<file path="src/rtl/slbm_pkg.sv">
// shared types and constants for the serial loaded bank mapper
`timescale 1ns / 1ps

package slbm_pkg;

    // bus access commands
    localparam logic [1:0] CMD_CPU_RD = 2'd0;
    localparam logic [1:0] CMD_CPU_WR = 2'd1;
    localparam logic [1:0] CMD_PPU_RD = 2'd2;
    localparam logic [1:0] CMD_PPU_WR = 2'd3;

    // configuration register indexes
    localparam logic [1:0] CFG_PRG_COUNT = 2'd0;
    localparam logic [1:0] CFG_CHR_COUNT = 2'd1;
    localparam logic [1:0] CFG_INIT_MIR  = 2'd2;

    // mirroring codes
    localparam logic [2:0] MIR_VERTICAL    = 3'd2;
    localparam logic [2:0] MIR_FOUR_SCREEN = 3'd4;

    // serial loader
    localparam int unsigned SERIAL_BITS = 5;
    localparam int unsigned CNT_W       = 3;

    // reset values of configuration
    localparam logic [5:0] PRG_COUNT_RST = 6'd2;
    localparam logic [5:0] CHR_COUNT_RST = 6'd0;

    // address boundaries
    localparam logic [15:0] CPU_ROM_BASE = 16'h8000;
    localparam logic [15:0] PPU_CHR_TOP  = 16'h1FFF;

    // loaded value targets, selected by cpu address bits 14:13
    localparam logic [1:0] TGT_CONTROL  = 2'd0;
    localparam logic [1:0] TGT_CHR_LOW  = 2'd1;
    localparam logic [1:0] TGT_CHR_HIGH = 2'd2;
    localparam logic [1:0] TGT_PRG      = 2'd3;

    typedef struct packed {
        logic [1:0]  command;
        logic [15:0] bus_address;
        logic [7:0]  write_data;
    } t_bus_req;

    typedef struct packed {
        logic        mapped_hit;
        logic [18:0] rom_offset;
        logic [2:0]  mirroring_mode;
    } t_map_rsp;

    // banking state seen by the address mapper
    typedef struct packed {
        logic [4:0] prg_bank;
        logic [4:0] chr_bank_low;
        logic [4:0] chr_bank_high;
        logic       low_half_switches;
        logic       prg_whole_32k;
        logic       chr_whole_8k;
        logic [5:0] prg_bank_count;
        logic [5:0] chr_bank_count;
    } t_bank_state;

endpackage

</file>
<file path="src/rtl/serial_loaded_bank_mapper_top.sv">
// top level of the serial loaded bank mapper
//
// Cartridge bank mapper with a five-bit serial loading port. Each input
// transaction on i_in is one bus access (cpu read/write, ppu read/write);
// each produces exactly one output transaction on o_out carrying the hit
// flag, the mapped rom offset and the mirroring mode after that access.
// Channels use valid/stall: a transaction moves when valid is high and
// stall is low. Configuration registers (prg bank count, chr bank count,
// initial mirroring) are written through i_cfg_valid/o_cfg_ready, index
// and data; ready is always high and writes are meant for idle periods.
// The path has two registers: the input register, then the mapper and
// loader update into the result register. Throughput is one access per
// cycle while the receiver does not stall; the serial loader state is
// updated in the same cycle as the access reaches the result register,
// so back-to-back writes chain without a bubble.
// When the receiver stalls, the result register holds and the input
// register fills; then o_in_stall rises until the result is taken.
// Synchronous active-low reset empties both registers and restores the
// bank and control state to power-on values.
`timescale 1ns / 1ps

module serial_loaded_bank_mapper_top
    import slbm_pkg::*;
(
    input  logic       i_clk,
    input  logic       i_rst_n,
    input  logic       i_in_valid,
    output logic       o_in_stall,
    input  t_bus_req   i_in,
    output logic       o_out_valid,
    input  logic       i_out_stall,
    output t_map_rsp   o_out,
    input  logic       i_cfg_valid,
    output logic       o_cfg_ready,
    input  logic [1:0] i_cfg_index,
    input  logic [5:0] i_cfg_data
);

    logic        r_in_valid;
    t_bus_req    r_in;
    logic        r_out_valid;
    t_map_rsp    r_out;

    logic        advance;
    logic        step;
    t_bank_state bank_state;
    logic [2:0]  next_mirroring;
    logic        map_hit;
    logic [18:0] map_offset;

    // pipeline control
    assign advance     = !r_out_valid || !i_out_stall;
    assign step        = r_in_valid && advance;
    assign o_in_stall  = r_in_valid && !advance;
    assign o_cfg_ready = 1'b1;

    slbm_ctrl u_ctrl (
        .i_clk            (i_clk),
        .i_rst_n          (i_rst_n),
        .i_cfg_we         (i_cfg_valid),
        .i_cfg_index      (i_cfg_index),
        .i_cfg_data       (i_cfg_data),
        .i_step           (step),
        .i_req            (r_in),
        .o_state          (bank_state),
        .o_next_mirroring (next_mirroring)
    );

    slbm_map u_map (
        .i_req    (r_in),
        .i_state  (bank_state),
        .o_hit    (map_hit),
        .o_offset (map_offset)
    );

    // input register valid
    always_ff @(posedge i_clk) begin
        if (!i_rst_n) begin
            r_in_valid <= 1'b0;
        end else if (!o_in_stall) begin
            r_in_valid <= i_in_valid;
        end
    end

    // input register payload
    always_ff @(posedge i_clk) begin
        if (!o_in_stall && i_in_valid) begin
            r_in <= i_in;
        end
    end

    // result register valid
    always_ff @(posedge i_clk) begin
        if (!i_rst_n) begin
            r_out_valid <= 1'b0;
        end else if (advance) begin
            r_out_valid <= r_in_valid;
        end
    end

    // result register payload
    always_ff @(posedge i_clk) begin
        if (step) begin
            r_out.mapped_hit     <= map_hit;
            r_out.rom_offset     <= map_offset;
            r_out.mirroring_mode <= next_mirroring;
        end
    end

    assign o_out_valid = r_out_valid;
    assign o_out       = r_out;

endmodule

</file>
<file path="src/rtl/slbm_ctrl.sv">
// serial loader, bank registers, control state and configuration registers
`timescale 1ns / 1ps

module slbm_ctrl
    import slbm_pkg::*;
(
    input  logic        i_clk,
    input  logic        i_rst_n,
    input  logic        i_cfg_we,
    input  logic [1:0]  i_cfg_index,
    input  logic [5:0]  i_cfg_data,
    input  logic        i_step,
    input  t_bus_req    i_req,
    output t_bank_state o_state,
    output logic [2:0]  o_next_mirroring
);

    logic [3:0]       r_shift_bits, n_shift_bits;
    logic [CNT_W-1:0] r_shift_count, n_shift_count;
    logic [4:0]       r_prg_bank, n_prg_bank;
    logic [4:0]       r_chr_low, n_chr_low;
    logic [4:0]       r_chr_high, n_chr_high;
    logic             r_low_half, n_low_half;
    logic             r_prg_32k, n_prg_32k;
    logic             r_chr_8k, n_chr_8k;
    logic [2:0]       r_mirroring, n_mirroring;
    logic [5:0]       r_prg_count, n_prg_count;
    logic [5:0]       r_chr_count, n_chr_count;
    logic [2:0]       r_init_mir, n_init_mir;

    logic             rom_write;
    logic [4:0]       loaded;
    logic [2:0]       cfg_mir;

    assign rom_write = i_step && (i_req.command == CMD_CPU_WR)
                       && (i_req.bus_address >= CPU_ROM_BASE);
    assign loaded  = {i_req.write_data[0], r_shift_bits};
    assign cfg_mir = (i_cfg_data[2:0] > MIR_FOUR_SCREEN) ? MIR_FOUR_SCREEN
                                                         : i_cfg_data[2:0];

    // next state: configuration first, then the serial write path
    always_comb begin
        n_shift_bits  = r_shift_bits;
        n_shift_count = r_shift_count;
        n_prg_bank    = r_prg_bank;
        n_chr_low     = r_chr_low;
        n_chr_high    = r_chr_high;
        n_low_half    = r_low_half;
        n_prg_32k     = r_prg_32k;
        n_chr_8k      = r_chr_8k;
        n_mirroring   = r_mirroring;
        n_prg_count   = r_prg_count;
        n_chr_count   = r_chr_count;
        n_init_mir    = r_init_mir;
        if (i_cfg_we) begin
            unique case (i_cfg_index)
                CFG_PRG_COUNT: n_prg_count = i_cfg_data;
                CFG_CHR_COUNT: n_chr_count = i_cfg_data;
                CFG_INIT_MIR: begin
                    n_init_mir  = cfg_mir;
                    n_mirroring = cfg_mir;
                end
                default: ;
            endcase
        end else if (rom_write) begin
            if (i_req.write_data[7]) begin
                // reset write
                n_shift_bits  = '0;
                n_shift_count = '0;
                n_low_half    = 1'b1;
                n_prg_32k     = 1'b0;
                n_chr_8k      = 1'b0;
                n_mirroring   = r_init_mir;
            end else if (r_shift_count == CNT_W'(SERIAL_BITS - 1)) begin
                // fifth bit: store the assembled value
                n_shift_bits  = '0;
                n_shift_count = '0;
                unique case (i_req.bus_address[14:13])
                    TGT_CONTROL: begin
                        n_prg_32k = (loaded[3:2] <= 2'd1);
                        if (loaded[3:2] == 2'd2) begin
                            n_low_half = 1'b0;
                        end else if (loaded[3:2] == 2'd3) begin
                            n_low_half = 1'b1;
                        end
                        n_chr_8k = ~loaded[4];
                        if (r_mirroring != MIR_FOUR_SCREEN) begin
                            n_mirroring = {1'b0, loaded[1:0]};
                        end
                    end
                    TGT_CHR_LOW:  n_chr_low  = loaded;
                    TGT_CHR_HIGH: n_chr_high = loaded;
                    TGT_PRG:      n_prg_bank = loaded;
                    default: ;
                endcase
            end else begin
                // shift in one bit, lsb first
                n_shift_bits  = r_shift_bits
                                | (4'(i_req.write_data[0]) << r_shift_count[1:0]);
                n_shift_count = r_shift_count + CNT_W'(1);
            end
        end
    end

    // state registers
    always_ff @(posedge i_clk) begin
        if (!i_rst_n) begin
            r_shift_bits  <= '0;
            r_shift_count <= '0;
            r_prg_bank    <= '0;
            r_chr_low     <= '0;
            r_chr_high    <= '0;
            r_low_half    <= 1'b1;
            r_prg_32k     <= 1'b0;
            r_chr_8k      <= 1'b0;
            r_mirroring   <= MIR_VERTICAL;
            r_prg_count   <= PRG_COUNT_RST;
            r_chr_count   <= CHR_COUNT_RST;
            r_init_mir    <= MIR_VERTICAL;
        end else begin
            r_shift_bits  <= n_shift_bits;
            r_shift_count <= n_shift_count;
            r_prg_bank    <= n_prg_bank;
            r_chr_low     <= n_chr_low;
            r_chr_high    <= n_chr_high;
            r_low_half    <= n_low_half;
            r_prg_32k     <= n_prg_32k;
            r_chr_8k      <= n_chr_8k;
            r_mirroring   <= n_mirroring;
            r_prg_count   <= n_prg_count;
            r_chr_count   <= n_chr_count;
            r_init_mir    <= n_init_mir;
        end
    end

    assign o_state.prg_bank          = r_prg_bank;
    assign o_state.chr_bank_low      = r_chr_low;
    assign o_state.chr_bank_high     = r_chr_high;
    assign o_state.low_half_switches = r_low_half;
    assign o_state.prg_whole_32k     = r_prg_32k;
    assign o_state.chr_whole_8k      = r_chr_8k;
    assign o_state.prg_bank_count    = r_prg_count;
    assign o_state.chr_bank_count    = r_chr_count;
    assign o_next_mirroring          = n_mirroring;

endmodule

</file>
<file path="src/rtl/slbm_map.sv">
// address mapper: turns a bus access into a hit flag and rom offset
`timescale 1ns / 1ps

module slbm_map
    import slbm_pkg::*;
(
    input  t_bus_req    i_req,
    input  t_bank_state i_state,
    output logic        o_hit,
    output logic [18:0] o_offset
);

    logic [15:0] addr;
    logic [3:0]  prg4;
    logic [4:0]  last_bank;
    logic [4:0]  prg_sel;
    logic [18:0] prg_off;
    logic [18:0] chr_off;
    logic        cpu_rom;
    logic        ppu_chr;
    logic        chr_ram;

    assign addr      = i_req.bus_address;
    assign prg4      = i_state.prg_bank[3:0];
    assign last_bank = 5'(i_state.prg_bank_count - 6'd1);
    assign cpu_rom   = (addr >= CPU_ROM_BASE);
    assign ppu_chr   = (addr <= PPU_CHR_TOP);
    assign chr_ram   = (i_state.chr_bank_count == 6'd0);

    // prg banking: 32k whole, or 16k with one half fixed
    always_comb begin
        if (!addr[14]) begin
            prg_sel = i_state.low_half_switches ? {1'b0, prg4} : 5'd0;
        end else begin
            prg_sel = i_state.low_half_switches ? last_bank : {1'b0, prg4};
        end
        if (i_state.prg_whole_32k) begin
            prg_off = {1'b0, prg4[3:1], addr[14:0]};
        end else begin
            prg_off = {prg_sel, addr[13:0]};
        end
    end

    // chr banking: ram pass-through, 8k whole, or two 4k halves
    always_comb begin
        if (chr_ram) begin
            chr_off = {3'd0, addr};
        end else if (i_state.chr_whole_8k) begin
            chr_off = {2'd0, i_state.chr_bank_low[4:1], addr[12:0]};
        end else if (!addr[12]) begin
            chr_off = {2'd0, i_state.chr_bank_low, addr[11:0]};
        end else begin
            chr_off = {2'd0, i_state.chr_bank_high, addr[11:0]};
        end
    end

    // command decode
    always_comb begin
        o_hit    = 1'b0;
        o_offset = '0;
        unique case (i_req.command)
            CMD_CPU_RD: begin
                if (cpu_rom) begin
                    o_hit    = 1'b1;
                    o_offset = prg_off;
                end
            end
            CMD_CPU_WR: ;
            CMD_PPU_RD: begin
                if (ppu_chr) begin
                    o_hit    = 1'b1;
                    o_offset = chr_off;
                end
            end
            CMD_PPU_WR: begin
                if (ppu_chr && chr_ram) begin
                    o_hit    = 1'b1;
                    o_offset = {3'd0, addr};
                end
            end
            default: ;
        endcase
    end

endmodule

</file>
<file path="config.mk">
export PLATFORM = sky130hd
export DESIGN_NAME = serial_loaded_bank_mapper_top
export DESIGN_NICKNAME = d
export VERILOG_FILES = /design/src/rtl/slbm_pkg.sv /design/src/rtl/serial_loaded_bank_mapper_top.sv /design/src/rtl/slbm_ctrl.sv /design/src/rtl/slbm_map.sv
export SDC_FILE = /design/constraint.sdc
export NUM_CORES = 1
export LEC_CHECK = 0
export BUFFER_PORTS_ARGS = -buffer_cell sky130_fd_sc_hd__clkbuf_2
export CAP_MARGIN = 10
export CORE_UTILIZATION = 50
export DETAILED_ROUTE_END_ITERATION = 6
export GPL_ROUTABILITY_DRIVEN = 1
export PLACE_DENSITY_LB_ADDON = 0.15
export SYNTH_ARGS = -nofsm -noshare
export SYNTH_HDL_FRONTEND = slang
export SYNTH_SLANG_ARGS = --single-unit
export TNS_END_PERCENT = 10
</file>
<file path="constraint.sdc">
create_clock -name i_clk -period 3.5 [get_ports i_clk]
set_input_delay 0.175 -clock i_clk [delete_from_list [all_inputs] [get_ports i_clk]]
set_output_delay 0.175 -clock i_clk [all_outputs]
set_load 0.005 [all_outputs]
</file>
### Word level (Yosys, flattened, before mapping)

Cells that the tools add are included.
W data, S select, Z words.

* equality and inequality tests: 12
* mux-type cells: 38
* reductions and logical operators: 27
* bitwise operators: 4
* order comparisons: 4
* add/sub/neg operators: 2
* shift operators: 1

Operator list (number)
* $mux W19: 5
* $pmux W19 S3: 1
* $mux W3: 10
* $reduce_and A5 Y1: 4
* $mux W17: 1
* $ge A16 B16 Y1 const B: 1
* $le A16 B13 Y1 const B: 1
* $mux W16: 1
* $eq A2 B2 Y1 const B: 7
* $mux W1: 14
* $mux W4: 3
* $mux W5: 2
* $reduce_and A2 Y1: 4
* $eq A2 B1 Y1 const B: 3
* $logic_and A1 B1 Y1: 6
* $logic_not A2 Y1: 3
* $logic_not A6 Y1: 1
* $sub A5 B1 Y5 const B: 1
* $logic_not A1 Y1: 4
* $or A4 B4 Y4: 1
* $reduce_and A4 Y1: 1
* $reduce_bool A2 Y1: 2
* $shl A1 B2 Y4: 1
* $add A3 B1 Y3 const B: 1
* 8 further kinds: 10

* flip-flop bits (word level): 92

### Depth between registers and ports, before layout

* word-level depth: 7
* gate-level depth with buffers: 6
* mapped depth without buffers: 6

### Modules after synthesis

From an unflattened synthesis, not the netlist that was laid out.

* cells, all modules: 315
* area, all modules: 3917.5 um2

By module, submodules not included
* slbm_ctrl: cells each 189, times used 1, seq. area each 860.8 um2, area an instance 1870.5 um2
* serial_loaded_bank_mapper_top: cells each 59, times used 1, seq. area each 1511.4 um2, area an instance 1566.5 um2
* slbm_map: cells each 67, times used 1, seq. area each 0.0 um2, area an instance 480.5 um2

### Worst setup path after synthesis

OpenSTA, ideal clock, no wires.

* path type: flip-flop to flip-flop
* start point: reg r_out_valid, in the netlist o_out_valid
* end point: reg u_ctrl.r_chr_low[0]
* setup time: 0.072 ns
* buffers on the path: 0
* cell stages (with the launch flop): 5
* data required time: 3.428 ns
* slack: 1.264 ns
* period minus slack after synthesis: 2.236 ns
* data arrival time: 2.164 ns
* path through: dfxtp_1 > a21boi_2 > nand2_1 > nor3_2 > mux2i_1

* cells in the longest elaborated chain, start to end: 6

Ends and longest elaborated chain
* start, declared: RTL line serial_loaded_bank_mapper_top.sv:41 `logic r_out_valid;`
* start signal, assigned: RTL line serial_loaded_bank_mapper_top.sv:97 `r_out_valid <= r_in_valid;`
* $logic_not A1 Y1: RTL line serial_loaded_bank_mapper_top.sv:52 `assign advance = !r_out_valid || !i_out_stall;`
* $logic_or A1 B1 Y1: RTL line serial_loaded_bank_mapper_top.sv:52
* $logic_and A1 B1 Y1: RTL line serial_loaded_bank_mapper_top.sv:53 `assign step = r_in_valid && advance;`
* net step: RTL line serial_loaded_bank_mapper_top.sv:45 `logic step;`
* $logic_and A1 B1 Y1: RTL line slbm_ctrl.sv:35 `assign rom_write = i_step && (i_req.command == CMD_CPU_WR)`
* $logic_and A1 B1 Y1: RTL line slbm_ctrl.sv:36 `&& (i_req.bus_address >= CPU_ROM_BASE);`
* $reduce_and A5 Y1 (no line)
* end signal, assigned: RTL line slbm_ctrl.sv:124 `r_chr_low <= n_chr_low;`
* end, declared: RTL line slbm_ctrl.sv:21 `logic [4:0] r_chr_low, n_chr_low;`

The timed path passes the listed nets, and every way through them passes these cells.
A chain may end at the register's enable or synchronous reset.

### Final worst setup path

* start point: reg r_out_valid, in the netlist o_out_valid
* end point: reg u_ctrl.r_chr_low[4]

Same word-level chain as after synthesis.

==> out/qor.yml <==
global_route:
  grt_first_pass_wirelength_um: 11700
  track_usage_pct: 20.1
  grt_start_max_net_pins: 46
  antenna_found_initial: 0
  grt_pass1_vias: 2483
  overflow: 0
worst_setup_path:
  crit_required_ns: 3.77
  crit_arrival_ns: 2.59
  r2r_end: "u_ctrl.r_chr_low[4]$_SDFFE_PN0P_"
  reg2reg_from: "o_out_valid$_SDFFE_PN0N_"
  r2r_cells: 4
  crit_path_end_kind: "register"
  rrSetupSlack_ns: 1.18
  startpoint_type: "register"
  critPathMaxFanout: 16
  critPathKind: "register to register"
  endpoint: "u_ctrl.r_chr_low[4]$_SDFFE_PN0P_"
  startpoint: "o_out_valid$_SDFFE_PN0N_"
drt:
  dr_wl_met2_um: 3490
  postRouteAntennaNets: 0
  drc: 0
  wire_per_inst_um: 14.3
  routed-wl-met3_um: 231
  routed.top_layer: "met4"
  drtIter0Drc: 173
  drt_first_pass_iters: 4
  via_count: 2629
  wl_um: 7250
  wl_met1_um: 3410
  avgViaCountPerCell: 5.21
logic_synthesis:
  synth.distinct_cells: 56
  synth_flop_cell: "edfxtp_1"
  synth_top_cell_by_area: "edfxtp_1"
  ys_warn_count: 0
  avgSynthCellArea_um2: 11.5
  ys_ff_latch: 86
  async_flop_share_pct: 0
  synthCells: 325
  synth_top_cell_area_share_pct: 34.6
  yosysSeqAreaShare_pct: 57.6
  synthTopCellsByArea: "edfxtp_1, dfxtp_1, mux2i_1, nor2b_1, nand2_1"
  synth_nets: 367
  synth_area_mm2: 0.00373
  synth-edff-count: 43
die:
  rows: 31
  fp.dieH_um: 88.4
  fp.dieW_um: 88.4
  die_area_mm2: 0.00782
  ios: 65
  core_area_mm2: 0.00725
  start_util_pct: 51.5
sta:
  tightest_slew_ns: 0.958
  slew_violations: 0
  finClkSkew_ns: 0.00660
  rsz0062_at_grt: "no"
  setup_violations: 0
  fin_crit_ns: 2.32
  fin_worst_hold_slack_ns: 0.0531
  period_share_pct: 66.3
  tns_ns: 0
  fmax_mhz: 431
  hold_violations: 0
  maxSlewHeadroom_pct: 35.8
power:
  p_per_area_mw_per_mm2: 460
  ir_worst_vdd_mv: 0.299
  p_leak_uw: 0.00176
clock_network:
  path_clk_slew_ns: 0.08
  cts_tree: "yes"
  cts-root-buf: "clkbuf_8"
  cts_sinks: 86
  numCtsBuffers: 9
  clock_path_buffers: 2
  insertion_delay_ns: 0.35
  cts.htree.levels: 3
layout:
  nets: 444
  fill_cells: 599
  antenna_cells: 0
  finish.cell_count_without_fillers: 505
  multi_input_area_mm2: 0.00149
  drive_gt1_share_pct: 20.4
  area_growth_pct: 21.4
  seqCellArea_mm2: 0.00215
placed_design:
  gp_congestion: 0.848
  dpl.cell_count: 470
  hpwl_um: 4800
  port_buffers: 57
run_status:
  status: "completed"
job:
  maxCapViolations: 0
hold_path:
  worst_hold_path_type: "input pin to register"
cells in the final DEF, fill, tap and decap left out, types with 3 or more instances in the layout:
cell type / synthesis / routed
mux2i_1: 28 / 28
and3_1: 3 / 3
dfxtp_1: 43 / 43
o21ai_0: 10 / 10
dlygate4sd3_1: 0 / 20
o21a_1: 5 / 5
a21oi_1: 16 / 16
o22ai_1: 4 / 4
nor2b_1: 28 / 27
clkbuf_2: 1 / 57
ha_1: 3 / 3
and2_1: 13 / 13
nand2b_1: 3 / 3
a211o_1: 3 / 3
clkbuf_8: 0 / 9
edfxtp_1: 43 / 43
bufinv_16: 0 / 3
o211ai_1: 3 / 3
or4_1: 3 / 3
nand3_1: 4 / 4
a41oi_1: 3 / 3
nand2_1: 29 / 29
inv_1: 10 / 10
a21boi_0: 5 / 5
nor2_1: 11 / 11
cells in the mapped netlist (all sizes together) (3+ instances only):
library cell  number
mux2i             28
nor4b              3
nand2b             3
and2              13
or4                4
o21ai             10
nor3b              3
nor2b             28
nor3               3
edfxtp            43
nand3              4
clkbuf            10
a21boi             6
ha                 3
inv               10
o211ai             3
nor2              11
a211o              3
a41oi              3
o22ai              4
o21a               5
dfxtp             43
and3               3
a21oi             17
nand2             29
kinds of logic after synthesis:
family / share of synthesized area, %
and+or+nand+nor: 18.6
DFF: 57.6
AOI/OAI and AO/OA: 11.5
muxes: 7.81
buffers and inverters: 2.45
xor gates and xnor gates: 0.938
adders and majority gates: 1.01
other: 0.100
metal layers:
layer / global-route usage, % / up-vias
met2: 31.9 / 51
met4: 6.60 / 0
met5: 0 / -
li1: - / 1330
met3: 4.94 / 12
met1: 27.2 / 1236
where the power goes:
part,leakage [µW],switching (µW),internal (µW)
combinational,0.000883,75.3,75.0
clock,0.000115,346,470
sequential,0.000757,23.6,1100
total,0.00176,445,1640
cell type report:
type | count | share of cell area [%]
Clock buffer | 9 | 2.73
Clock inverter | 6 | 2.46
Inverter | 10 | 0.828
Multi-Input combinational cell | 217 | 32.9
Sequential cell | 86 | 47.4
Tap cell | 99 | 2.73
Timing Repair Buffer | 78 | 10.9
worst max-delay path: stages (launching register included):
cell and delay (ns):
dfxtp_1 0.35, a21boi_2 0.68, nand2_1 0.37, nor3_2 0.60
mux2i_1 0.25
what timing repair did:
action / in CTS / in global routing
hold buffers: 20 / 0
endpoints found under the hold margin: 20 / 0
setup buffers: 0 / 0
resized for setup: 0 / 0
flip-flops by register name, indices dropped and copies added (netlist names), 3 cells and up:
register	flops
u_ctrl.r_init_mir	3
u_ctrl.r_prg_count	5
r_in	20
u_ctrl.r_chr_high	5
u_ctrl.r_shift_bits	4
u_ctrl.r_shift_count	3
u_ctrl.r_prg_bank	4
u_ctrl.r_mirroring	3
u_ctrl.r_chr_count	6
o_out	23
u_ctrl.r_chr_low	5
worst min-delay path by stage:
stage,from,end,slack [ns],cells past startpoint
final,i_in_valid,r_in_valid$_SDFFE_PN0N_,0.05,2
after detailed placement,i_in[0],r_in[0]$_DFFE_PP_,0.35,1
after CTS,i_in_valid,r_in_valid$_SDFFE_PN0N_,0.04,2
after global routing,i_in_valid,r_in_valid$_SDFFE_PN0N_,0.03,2
after global placement,i_in[17],r_in[17]$_DFFE_PP_,0.35,1
after floorplan,i_in[0],r_in[0]$_DFFE_PP_,0.27,0
stage by stage:
stage                     total power (µW)  worst slack [ns]  util [%]  instance area (µm²)
after global routing                  2170             0.934      62.5                 4540
after floorplan                       1220              1.26         -                 3730
after global placement                1270              1.23      56.5                 4100
final                                 2090              1.18      62.5                 4540
after CTS                             2100              1.18      62.5                 4540
after detailed placement              1280              1.21      56.5                 4100
(Power assumes the default switching activity.)
